$ cat src/hw/rtl/apq_pkg.sv
// Package for the array priority queue: request/result item types,
// mode and status codes, datapath command and status types.
// No dependencies; used by apq_ctrl, apq_datapath and array_priority_queue_core.
package apq_pkg;

	// Default configuration
	localparam int APQ_DEPTH         = 8;
	localparam int APQ_PRIORITY_BITS = 8;

	// Request modes
	localparam logic [1:0] MODE_INSERT = 2'd0;
	localparam logic [1:0] MODE_REMOVE = 2'd1;
	localparam logic [1:0] MODE_REPORT = 2'd2;

	// Result status codes
	localparam logic [1:0] STAT_OK    = 2'd0;
	localparam logic [1:0] STAT_FULL  = 2'd1;
	localparam logic [1:0] STAT_EMPTY = 2'd2;

	// One request item
	typedef struct packed {
		logic [1:0]         mode;
		logic signed [31:0] element;
		logic [7:0]         priority_req;
	} apq_request_t;

	// One result item
	typedef struct packed {
		logic [1:0]         status;
		logic signed [31:0] removed_element;
		logic [7:0]         removed_priority;
		logic [3:0]         count;
		logic [7:0]         top_priority;
		logic               is_empty;
		logic               is_full;
	} apq_result_t;

	// Controller states
	typedef enum logic [1:0] {
		ST_IDLE,
		ST_SCAN,
		ST_SHIFT
	} apq_state_t;

	// Datapath operations issued by the controller
	typedef enum logic [3:0] {
		OP_NONE,
		OP_INSERT,
		OP_REJECT_FULL,
		OP_REJECT_EMPTY,
		OP_REPORT,
		OP_SCAN_START,
		OP_SCAN,
		OP_SHIFT,
		OP_FINISH
	} apq_op_t;

	typedef struct packed {
		apq_op_t op;
	} apq_dp_cmd_t;

	typedef struct packed {
		logic full;
		logic empty;
		logic scan_done;
		logic shift_done;
	} apq_dp_status_t;

endpackage

$ cat src/hw/rtl/array_priority_queue_core.sv
// Array priority queue: holds up to DEPTH element/priority pairs in arrival
// order. An item is taken when start is high and busy is low. Insert, report
// and rejected requests keep busy low, so one such item can be taken every
// cycle; its result appears with done on the next cycle. A removal scans the
// occupied entries through the single read port of the entry memory, then
// shifts the entries behind the removed one forward one slot per cycle,
// keeping busy high throughout; its result appears with done in the cycle
// in which busy falls. done is high for exactly one cycle per item and the
// receiver cannot hold it off, so result must be captured in that cycle.
// Priorities are unsigned; the oldest of equal top priorities is removed
// first. No clearing pass is needed after reset.
module array_priority_queue_core #(
	parameter int DEPTH         = apq_pkg::APQ_DEPTH,
	parameter int PRIORITY_BITS = apq_pkg::APQ_PRIORITY_BITS
) (
	input  logic                  clk,
	input  logic                  arst_n,
	input  logic                  start,
	output logic                  busy,
	input  apq_pkg::apq_request_t request,
	output logic                  done,
	output apq_pkg::apq_result_t  result
);
	import apq_pkg::*;

	apq_dp_cmd_t    dp_cmd;
	apq_dp_status_t dp_status;

	// Sequencing
	apq_ctrl u_ctrl (
		.clk       (clk),
		.arst_n    (arst_n),
		.start     (start),
		.mode      (request.mode),
		.dp_status (dp_status),
		.busy      (busy),
		.dp_cmd    (dp_cmd)
	);

	// Storage, compare and result
	apq_datapath #(
		.DEPTH         (DEPTH),
		.PRIORITY_BITS (PRIORITY_BITS)
	) u_datapath (
		.clk       (clk),
		.arst_n    (arst_n),
		.request   (request),
		.dp_cmd    (dp_cmd),
		.dp_status (dp_status),
		.done      (done),
		.result    (result)
	);

endmodule

$ cat src/hw/rtl/apq_ctrl.sv
// Controller state machine of the array priority queue.
// Decodes each accepted item and sequences the scan and shift of a removal.
// Depends on apq_pkg.
module apq_ctrl (
	input  logic                   clk,
	input  logic                   arst_n,
	input  logic                   start,
	input  logic [1:0]             mode,
	input  apq_pkg::apq_dp_status_t dp_status,
	output logic                   busy,
	output apq_pkg::apq_dp_cmd_t   dp_cmd
);
	import apq_pkg::*;

	apq_state_t state_q;
	apq_state_t state_d;

	// State register
	always_ff @(posedge clk or negedge arst_n) begin
		if (!arst_n) begin
			state_q <= ST_IDLE;
		end else begin
			state_q <= state_d;
		end
	end

	// Next state and datapath command
	always_comb begin
		state_d   = state_q;
		dp_cmd.op = OP_NONE;
		busy      = 1'b1;
		case (state_q)
			ST_IDLE: begin
				busy = 1'b0;
				if (start) begin
					case (mode)
						MODE_INSERT: begin
							dp_cmd.op = dp_status.full ? OP_REJECT_FULL : OP_INSERT;
						end
						MODE_REMOVE: begin
							if (dp_status.empty) begin
								dp_cmd.op = OP_REJECT_EMPTY;
							end else begin
								dp_cmd.op = OP_SCAN_START;
								state_d   = ST_SCAN;
							end
						end
						default: begin
							// report, and the unused mode code
							dp_cmd.op = OP_REPORT;
						end
					endcase
				end
			end
			ST_SCAN: begin
				dp_cmd.op = OP_SCAN;
				if (dp_status.scan_done) begin
					state_d = ST_SHIFT;
				end
			end
			ST_SHIFT: begin
				if (dp_status.shift_done) begin
					dp_cmd.op = OP_FINISH;
					state_d   = ST_IDLE;
				end else begin
					dp_cmd.op = OP_SHIFT;
				end
			end
			default: begin
				state_d = ST_IDLE;
			end
		endcase
	end

endmodule

$ cat src/hw/rtl/apq_datapath.sv
// Datapath of the array priority queue: entry memory, occupancy, scan
// compare unit, shift sequencing and the registered result.
// Depends on apq_pkg; driven by apq_ctrl.
module apq_datapath #(
	parameter int DEPTH         = apq_pkg::APQ_DEPTH,
	parameter int PRIORITY_BITS = apq_pkg::APQ_PRIORITY_BITS
) (
	input  logic                    clk,
	input  logic                    arst_n,
	input  apq_pkg::apq_request_t   request,
	input  apq_pkg::apq_dp_cmd_t    dp_cmd,
	output apq_pkg::apq_dp_status_t dp_status,
	output logic                    done,
	output apq_pkg::apq_result_t    result
);
	import apq_pkg::*;

	localparam int IW = $clog2(DEPTH);
	localparam int CW = $clog2(DEPTH + 1);
	localparam int PW = PRIORITY_BITS;

	// Entry memory, one write and one read port
	logic signed [31:0] mem_elem [DEPTH];
	logic [PW-1:0]      mem_prio [DEPTH];

	logic [CW-1:0]      count_q;
	logic [CW-1:0]      ptr_q;
	logic [PW-1:0]      top_q;
	logic               rd_valid_s1;
	logic [IW-1:0]      rd_idx_s1;
	logic signed [31:0] rd_elem_s1;
	logic [PW-1:0]      rd_prio_s1;
	logic [PW-1:0]      best_prio_q;
	logic [IW-1:0]      best_idx_q;
	logic signed [31:0] best_elem_q;
	logic [PW-1:0]      second_q;
	logic               done_q;
	apq_result_t        result_q;

	logic [PW-1:0]      prio_in;
	logic [CW:0]        ptr_inc;
	logic               scan_issue;
	logic               shift_issue;
	logic               rd_en;
	logic [IW-1:0]      rd_addr;
	logic               cmp_en;
	logic               take_s1;
	logic [IW-1:0]      best_idx_d;
	logic               wr_en;
	logic [IW-1:0]      wr_addr;
	logic signed [31:0] wr_elem;
	logic [PW-1:0]      wr_prio;
	logic [PW-1:0]      ins_top;
	logic [CW-1:0]      count_inc;
	logic [CW-1:0]      count_dec;
	logic [CW-1:0]      res_count_d;
	logic [PW-1:0]      res_top_d;
	logic [1:0]         res_status_d;
	logic               res_removed;
	logic               done_d;

	assign prio_in   = PW'(request.priority_req);
	assign ptr_inc   = {1'b0, ptr_q} + (CW + 1)'(1);
	assign count_inc = count_q + CW'(1);
	assign count_dec = count_q - CW'(1);
	assign ins_top   = (prio_in > top_q) ? prio_in : top_q;

	// Read port addressing: scan walks up from the head, shift reads one ahead
	assign scan_issue  = (dp_cmd.op == OP_SCAN) && (ptr_q < count_q);
	assign shift_issue = (dp_cmd.op == OP_SHIFT) && (ptr_inc < {1'b0, count_q});
	assign rd_en       = (dp_cmd.op == OP_SCAN_START) || scan_issue || shift_issue;

	always_comb begin
		rd_addr = '0;
		if (scan_issue) begin
			rd_addr = ptr_q[IW-1:0];
		end else if (shift_issue) begin
			rd_addr = ptr_inc[IW-1:0];
		end
	end

	// Compare stage: head entry always taken, later ones only if strictly higher
	assign cmp_en     = (dp_cmd.op == OP_SCAN) && rd_valid_s1;
	assign take_s1    = (rd_idx_s1 == '0) || (rd_prio_s1 > best_prio_q);
	assign best_idx_d = (cmp_en && take_s1) ? rd_idx_s1 : best_idx_q;

	// Write port: tail insert, or shift of the entry held in the read register
	assign wr_en = (dp_cmd.op == OP_INSERT) || ((dp_cmd.op == OP_SHIFT) && rd_valid_s1);

	always_comb begin
		if (dp_cmd.op == OP_INSERT) begin
			wr_addr = count_q[IW-1:0];
			wr_elem = request.element;
			wr_prio = prio_in;
		end else begin
			wr_addr = rd_idx_s1 - IW'(1);
			wr_elem = rd_elem_s1;
			wr_prio = rd_prio_s1;
		end
	end

	// Memory write and registered read
	always_ff @(posedge clk) begin
		if (wr_en) begin
			mem_elem[wr_addr] <= wr_elem;
			mem_prio[wr_addr] <= wr_prio;
		end
		if (rd_en) begin
			rd_elem_s1 <= mem_elem[rd_addr];
			rd_prio_s1 <= mem_prio[rd_addr];
			rd_idx_s1  <= rd_addr;
		end
	end

	// Status back to the controller
	assign dp_status.full       = (count_q == CW'(DEPTH));
	assign dp_status.empty      = (count_q == '0);
	assign dp_status.scan_done  = rd_valid_s1 && (ptr_q == count_q);
	assign dp_status.shift_done = !rd_valid_s1 && (ptr_inc >= {1'b0, count_q});

	// Result selection
	always_comb begin
		res_count_d  = count_q;
		res_top_d    = top_q;
		res_status_d = STAT_OK;
		res_removed  = 1'b0;
		case (dp_cmd.op)
			OP_INSERT: begin
				res_count_d = count_inc;
				res_top_d   = ins_top;
			end
			OP_REJECT_FULL: begin
				res_status_d = STAT_FULL;
			end
			OP_REJECT_EMPTY: begin
				res_status_d = STAT_EMPTY;
			end
			OP_FINISH: begin
				res_count_d = count_dec;
				res_top_d   = second_q;
				res_removed = 1'b1;
			end
			default: begin
			end
		endcase
		done_d = dp_cmd.op inside {OP_INSERT, OP_REJECT_FULL, OP_REJECT_EMPTY,
			OP_REPORT, OP_FINISH};
	end

	// Control registers: occupancy, top priority, pointer, read valid, strobe
	always_ff @(posedge clk or negedge arst_n) begin
		if (!arst_n) begin
			count_q     <= '0;
			top_q       <= '0;
			ptr_q       <= '0;
			rd_valid_s1 <= 1'b0;
			done_q      <= 1'b0;
		end else begin
			rd_valid_s1 <= rd_en;
			done_q      <= done_d;
			case (dp_cmd.op)
				OP_INSERT: begin
					count_q <= count_inc;
					top_q   <= ins_top;
				end
				OP_FINISH: begin
					count_q <= count_dec;
					top_q   <= second_q;
				end
				OP_SCAN_START: begin
					ptr_q <= CW'(1);
				end
				OP_SCAN: begin
					if (scan_issue) begin
						ptr_q <= ptr_inc[CW-1:0];
					end else if (dp_status.scan_done) begin
						// shift starts at the slot being removed
						ptr_q <= CW'(best_idx_d);
					end
				end
				OP_SHIFT: begin
					if (shift_issue) begin
						ptr_q <= ptr_inc[CW-1:0];
					end
				end
				default: begin
				end
			endcase
		end
	end

	// Best and runner-up tracking during the scan
	always_ff @(posedge clk) begin
		if (dp_cmd.op == OP_SCAN_START) begin
			second_q <= '0;
		end else if (cmp_en) begin
			if (rd_idx_s1 == '0) begin
				best_prio_q <= rd_prio_s1;
				best_elem_q <= rd_elem_s1;
			end else if (rd_prio_s1 > best_prio_q) begin
				second_q    <= best_prio_q;
				best_prio_q <= rd_prio_s1;
				best_elem_q <= rd_elem_s1;
			end else if (rd_prio_s1 > second_q) begin
				second_q <= rd_prio_s1;
			end
		end
		best_idx_q <= best_idx_d;
	end

	// Result register
	always_ff @(posedge clk) begin
		if (done_d) begin
			result_q.status           <= res_status_d;
			result_q.removed_element  <= res_removed ? best_elem_q : 32'sd0;
			result_q.removed_priority <= res_removed ? 8'(best_prio_q) : 8'd0;
			result_q.count            <= 4'(res_count_d);
			result_q.top_priority     <= 8'(res_top_d);
			result_q.is_empty         <= (res_count_d == '0);
			result_q.is_full          <= (res_count_d == CW'(DEPTH));
		end
	end

	assign done   = done_q;
	assign result = result_q;

`ifndef SYNTHESIS
	a_count_bound: assert property (@(posedge clk) disable iff (!arst_n)
		count_q <= CW'(DEPTH))
		else $error("occupancy above depth");

	a_empty_top_zero: assert property (@(posedge clk) disable iff (!arst_n)
		(count_q == '0) |-> (top_q == '0))
		else $error("top priority nonzero on empty queue");

	a_scan_in_range: assert property (@(posedge clk) disable iff (!arst_n)
		cmp_en |-> ({1'b0, rd_idx_s1} < {1'b0, count_q}))
		else $error("scan compared an entry beyond occupancy");

	a_shift_follows_scan: assert property (@(posedge clk) disable iff (!arst_n)
		(dp_cmd.op == OP_SCAN && dp_status.scan_done) |=> !rd_valid_s1)
		else $error("read pending when shift begins");
`endif

endmodule
$ cat config.mk
export PLATFORM = sky130hd
export DESIGN_NAME = array_priority_queue_core
export DESIGN_NICKNAME = d
export VERILOG_FILES = /design/src/hw/rtl/apq_pkg.sv /design/src/hw/rtl/array_priority_queue_core.sv /design/src/hw/rtl/apq_ctrl.sv /design/src/hw/rtl/apq_datapath.sv
export SDC_FILE = /design/constraint.sdc
export NUM_CORES = 1
export LEC_CHECK = 0
export ABC_CLOCK_PERIOD_IN_PS = 5700
export BUFFER_PORTS_ARGS = -buffer_cell sky130_fd_sc_hd__buf_2
export CELL_PAD_IN_SITES_DETAIL_PLACEMENT = 1
export CELL_PAD_IN_SITES_GLOBAL_PLACEMENT = 1
export CORE_MARGIN = 8
export CORE_UTILIZATION = 35
export CTS_BUF_LIST = sky130_fd_sc_hd__clkbuf_4 sky130_fd_sc_hd__clkbuf_8 sky130_fd_sc_hd__clkbuf_16
export DETAILED_ROUTE_END_ITERATION = 7
export GPL_ROUTABILITY_DRIVEN = 0
export PLACE_DENSITY_LB_ADDON = 0.1
export SETUP_SLACK_MARGIN = 0.05
export SYNTH_ARGS = -nofsm -noshare
export SYNTH_HDL_FRONTEND = slang
export SYNTH_SLANG_ARGS = --single-unit
export TNS_END_PERCENT = 10
$ cat constraint.sdc
create_clock -name clk -period 5.7 [get_ports clk]
set_clock_uncertainty 0.1 [all_clocks]
set_input_delay 0 -clock clk [delete_from_list [all_inputs] [get_ports clk]]
set_output_delay 0 -clock clk [all_outputs]
set_load 0.03 [all_outputs]
==> metrics.md <==
| Metric | Value |
|---|---|
| Period minus WS final | `about 4.6 ns` |
| Die W | `257 um` |
| Seq pwr share | `0.418` |
| Switch Pwr | `roughly 0.0051 W` |
| Largest family of logic cells by synthesized area | `simple AND/OR/NAND/NOR gates` |
| Post-synthesis xor/xnor area fraction | `0.00303` |
| Slew @ Worst Pin | `roughly 1.1 ns` |
| Worst Path Max Fanout | `~110` |
| RR Startpoint | `u_datapath.ptr_q[0]` |
| First-pass GRT wire length | `roughly 85 mm` |
| Crit start category | `register` |
| WL/cell | `around 24 um` |
| Fin. Hold Viols | `0` |
| Compound-cell area share of the yosys netlist | `0.0960` |
| Total track usage | `0.166` |
| Async SR Flop Fraction | `0.0408` |
| Pint | `~0.0086 W` |
| Core area | `about 57000 um2` |
| Fill count | `between 5000 and 6000` |
| Fin. max-slew vios | `0` |
| H-tree levels | `2` |
| Setup-failing EPs final | `0` |
| Clock slew at reported path FFs | `roughly 0.060 ns` |
| Max-slew headroom | `0.269` |
| Clk root buf | `clkbuf_16` |
| Comb power frac | `0.340` |
| Diodes inserted | `0` |
| Syn_nets | `1493` |
| Mux contribution to synthesized area | `0.00902` |
| Antenna-violating nets left | `0` |
| Drt first-iter violations | `about 700` |
| DRC | `0` |
| RSZ-0062 raised after global routing | `no` |
| Fmax | `about 220 MHz` |
| Clock buffer depth | `3` |
| Synth Flop Type | `edfxtp_1` |
| Setup crit end | `u_datapath.rd_prio_s1[7]` |
| HPWL Detailed | `about 30 mm` |
| Hold WC Path Type | `primary input to register` |
| I/O Buffers | `around 100` |
| Pin count of the biggest net entering global routing | `110` |
| Final instance area | `23900 um2` |
| WP data required | `around 6 ns` |
| Clock power frac | `0.242` |
| Register bit count reported by yosys | `between 400 and 500` |
| CP startpoint | `u_datapath.ptr_q[0]` |
| R2r endpoint | `u_datapath.rd_prio_s1[7]` |
| Post_cts resized | `0` |
| Routed wire length | `around 56 mm` |
| Status | `completed` |
| Die ar. | `roughly 66000 um2` |
| Worst reg-to-reg path cell count | `12` |
| Avg Cell Area, Syn | `14.4 um2` |
| Critical Path AT | `about 4.9 ns` |
| CTS buffer count | `54` |
| PwrDens | `574 nW/um2` |
| Most frequent cells in the layout | `459 x edfxtp_1, 163 x and3_1, 162 x a211oi_1` |
| Cell variety after synth | `around 70` |
| R2R Setup Slk | `roughly 1.1 ns` |
| Vias in the first global route | `between 10000 and 15000` |
| Leakage | `8.56 nW` |
| FP Rows | `88` |
| Post-Syn Area | `a little over 20000 um2` |
| Commonest non-fill, non-tap cell in the layout | `edfxtp_1` |
| Setup CP Type | `register to register` |
| Clock Sink Count | `between 400 and 500` |
| Fraction of layout cells with a size suffix above 1 | `0.159` |
| Syn Inst Count | `between 1000 and 1500` |
| Die height | `257 um` |
| Area Growth Syn to Fin | `18.2%` |
| Final Cycle Share | `0.814` |
| Sw Share | `0.372` |
| Max IR drop VDD | `568 uV` |
| Grt total ovfl | `0` |
| Post-CTS setup repair buffer count | `0` |
| Clk_lat worst skew | `0.59 ns` |
| Crit end category | `register` |
| Setup TNS | `0 ns` |
| Top-Level Pins | `103` |
| Post-Synth Adder-Cell Area | `0.0238` |
| Synth Warn # | `0` |
| Via count | `12400` |
| Initial core utilization | `0.352` |
| Post-synth EDFFs | `roughly 460` |
| CTS tree | `done` |
| Post-Synth Simple-Gate Area | `0.126` |
| Sequential element share of the synthesized area | `0.716` |
| Cell Area, Placed | `21800 um2` |
| Nets | `around 1600` |
| DR pass1 iterations | `5` |
| Number of max-cap violations | `0` |
| Post-DR vias/cell | `between 5 and 6` |
| Initial antenna violation count | `1` |
registers in the layout, summed over array words and instances, names as in the netlist, 2 cells and up:
register and cells:
u_datapath.best_idx_q 3, u_datapath.second_q 8, u_datapath.ptr_q 4, u_datapath.best_elem_q 32, u_datapath.mem_prio 64, u_datapath.count_q 4, u_datapath.top_q 8, u_datapath.rd_idx_s1 3
u_datapath.rd_elem_s1 32, u_datapath.mem_elem 256, u_datapath.best_prio_q 8, u_datapath.rd_prio_s1 8, u_datapath.result 56, u_ctrl.state_q 2
cell usage after synthesis, drive strengths merged (12+ instances only):
library cell	count	area, um2
nand3	12	60.1
and3	164	1030
nand2	147	554
buf	35	171
nor2	22	90.1
edfxtp	459	13800
clkbuf	57	214
mux2i	16	160
inv	37	139
dfrtp	20	500
nor4	41	257
a211oi	166	1270
ha	37	463
and2	44	277
worst max-delay path: stages (launching register included):
cell and delay (ns):
dfrtp_1 0.59, ha_1 0.35, nor2b_1 0.13, or2_2 0.31, ha_1 0.29, and3_1 0.21, a31oi_1 0.19, o211ai_4 0.11
buf_4 0.48, buf_4 0.90, and3_1 0.30, a211oi_1 0.05, nor4_1 0.32
worst min path at each step:
stage	slack (ns)	cells after the start	endpoint	startpoint
5_1_grt	0.24	4	u_datapath.top_q[2]	request[2]
4_1_cts	0.21	4	u_datapath.top_q[2]	request[2]
3_3_place_gp	-0.06	1	u_datapath.top_q[6]	arst_n
2_1_floorplan	-0.40	0	u_ctrl.state_q[0]	arst_n
6_report	0.25	4	u_datapath.top_q[6]	request[6]
3_5_place_dp	-0.04	1	u_datapath.top_q[4]	arst_n
per-layer routing:
metal / vias up / GRT usage / wire, um / share of wire
li1: 5775 / - / - / -
met1: 6352 / 0.226 / 26100 / 0.47
met2: 223 / 0.272 / 26100 / 0.47
met3: 80 / 0.0317 / 2320 / 0.042
met4: 0 / 0.0394 / 1030 / 0.018
met5: - / 0 / 0 / 0
timing repair:
item / CTS / global route
endpoints found under the hold margin: 350 / 0
hold buffers: 48 / 0
setup endpoints to repair: 0 / 0
cell type report:
class	count	area [um2]	area share
Multi-Input combinational cell	791	5380	0.225
Clock buffer	74	1530	0.0637
Clock inverter	27	156	0.00653
Sequential cell	490	14500	0.606
Inverter	37	139	0.00580
Timing Repair Buffer	175	1280	0.0533
Tap cell	765	957	0.0400
power groups by stage:
| stage | Combinational [W] | Sequential (W) | Clock, W |
|---|---|---|---|
| 2_1_floorplan | 0.00264 | 0.00611 | 0 |
| 3_3_place_gp | 0.00467 | 0.00582 | 0 |
| 3_5_place_dp | 0.00475 | 0.00583 | 0 |
| 4_1_cts | 0.00479 | 0.00576 | 0.00342 |
| 5_1_grt | 0.00518 | 0.00583 | 0.00355 |
| 6_report | 0.00467 | 0.00575 | 0.00333 |
logic make-up (layout without fill, tap and decap cells):
family	after synthesis	in the layout
XOR/XNOR	7	7
adder cells (fa/ha/maj)	38	38
flip-flops	490	490
buffers and inverters	129	313
multiplexers	18	18
AO/OA/AOI/OAI	254	254
AND/OR/NAND/NOR	474	474
stage by stage:
| step | setup WS (ns) | hold WS, ns | util | std cells | total power, W |
|---|---|---|---|---|---|
| CTS | 1.07 | 0.210 | 0.416 | 2359 | 0.0140 |
| global placement | 1.15 | -0.0590 | 0.379 | 2210 | 0.0105 |
| global route | 0.705 | 0.244 | 0.416 | 2359 | 0.0146 |
| floorplan | 0.268 | -0.396 | - | 1410 | 0.00876 |
| detailed placement | 1.09 | -0.0382 | 0.379 | 2210 | 0.0106 |
| finish | 1.06 | 0.254 | 0.416 | 2359 | 0.0137 |
Power figures use the tool's default switching activity.
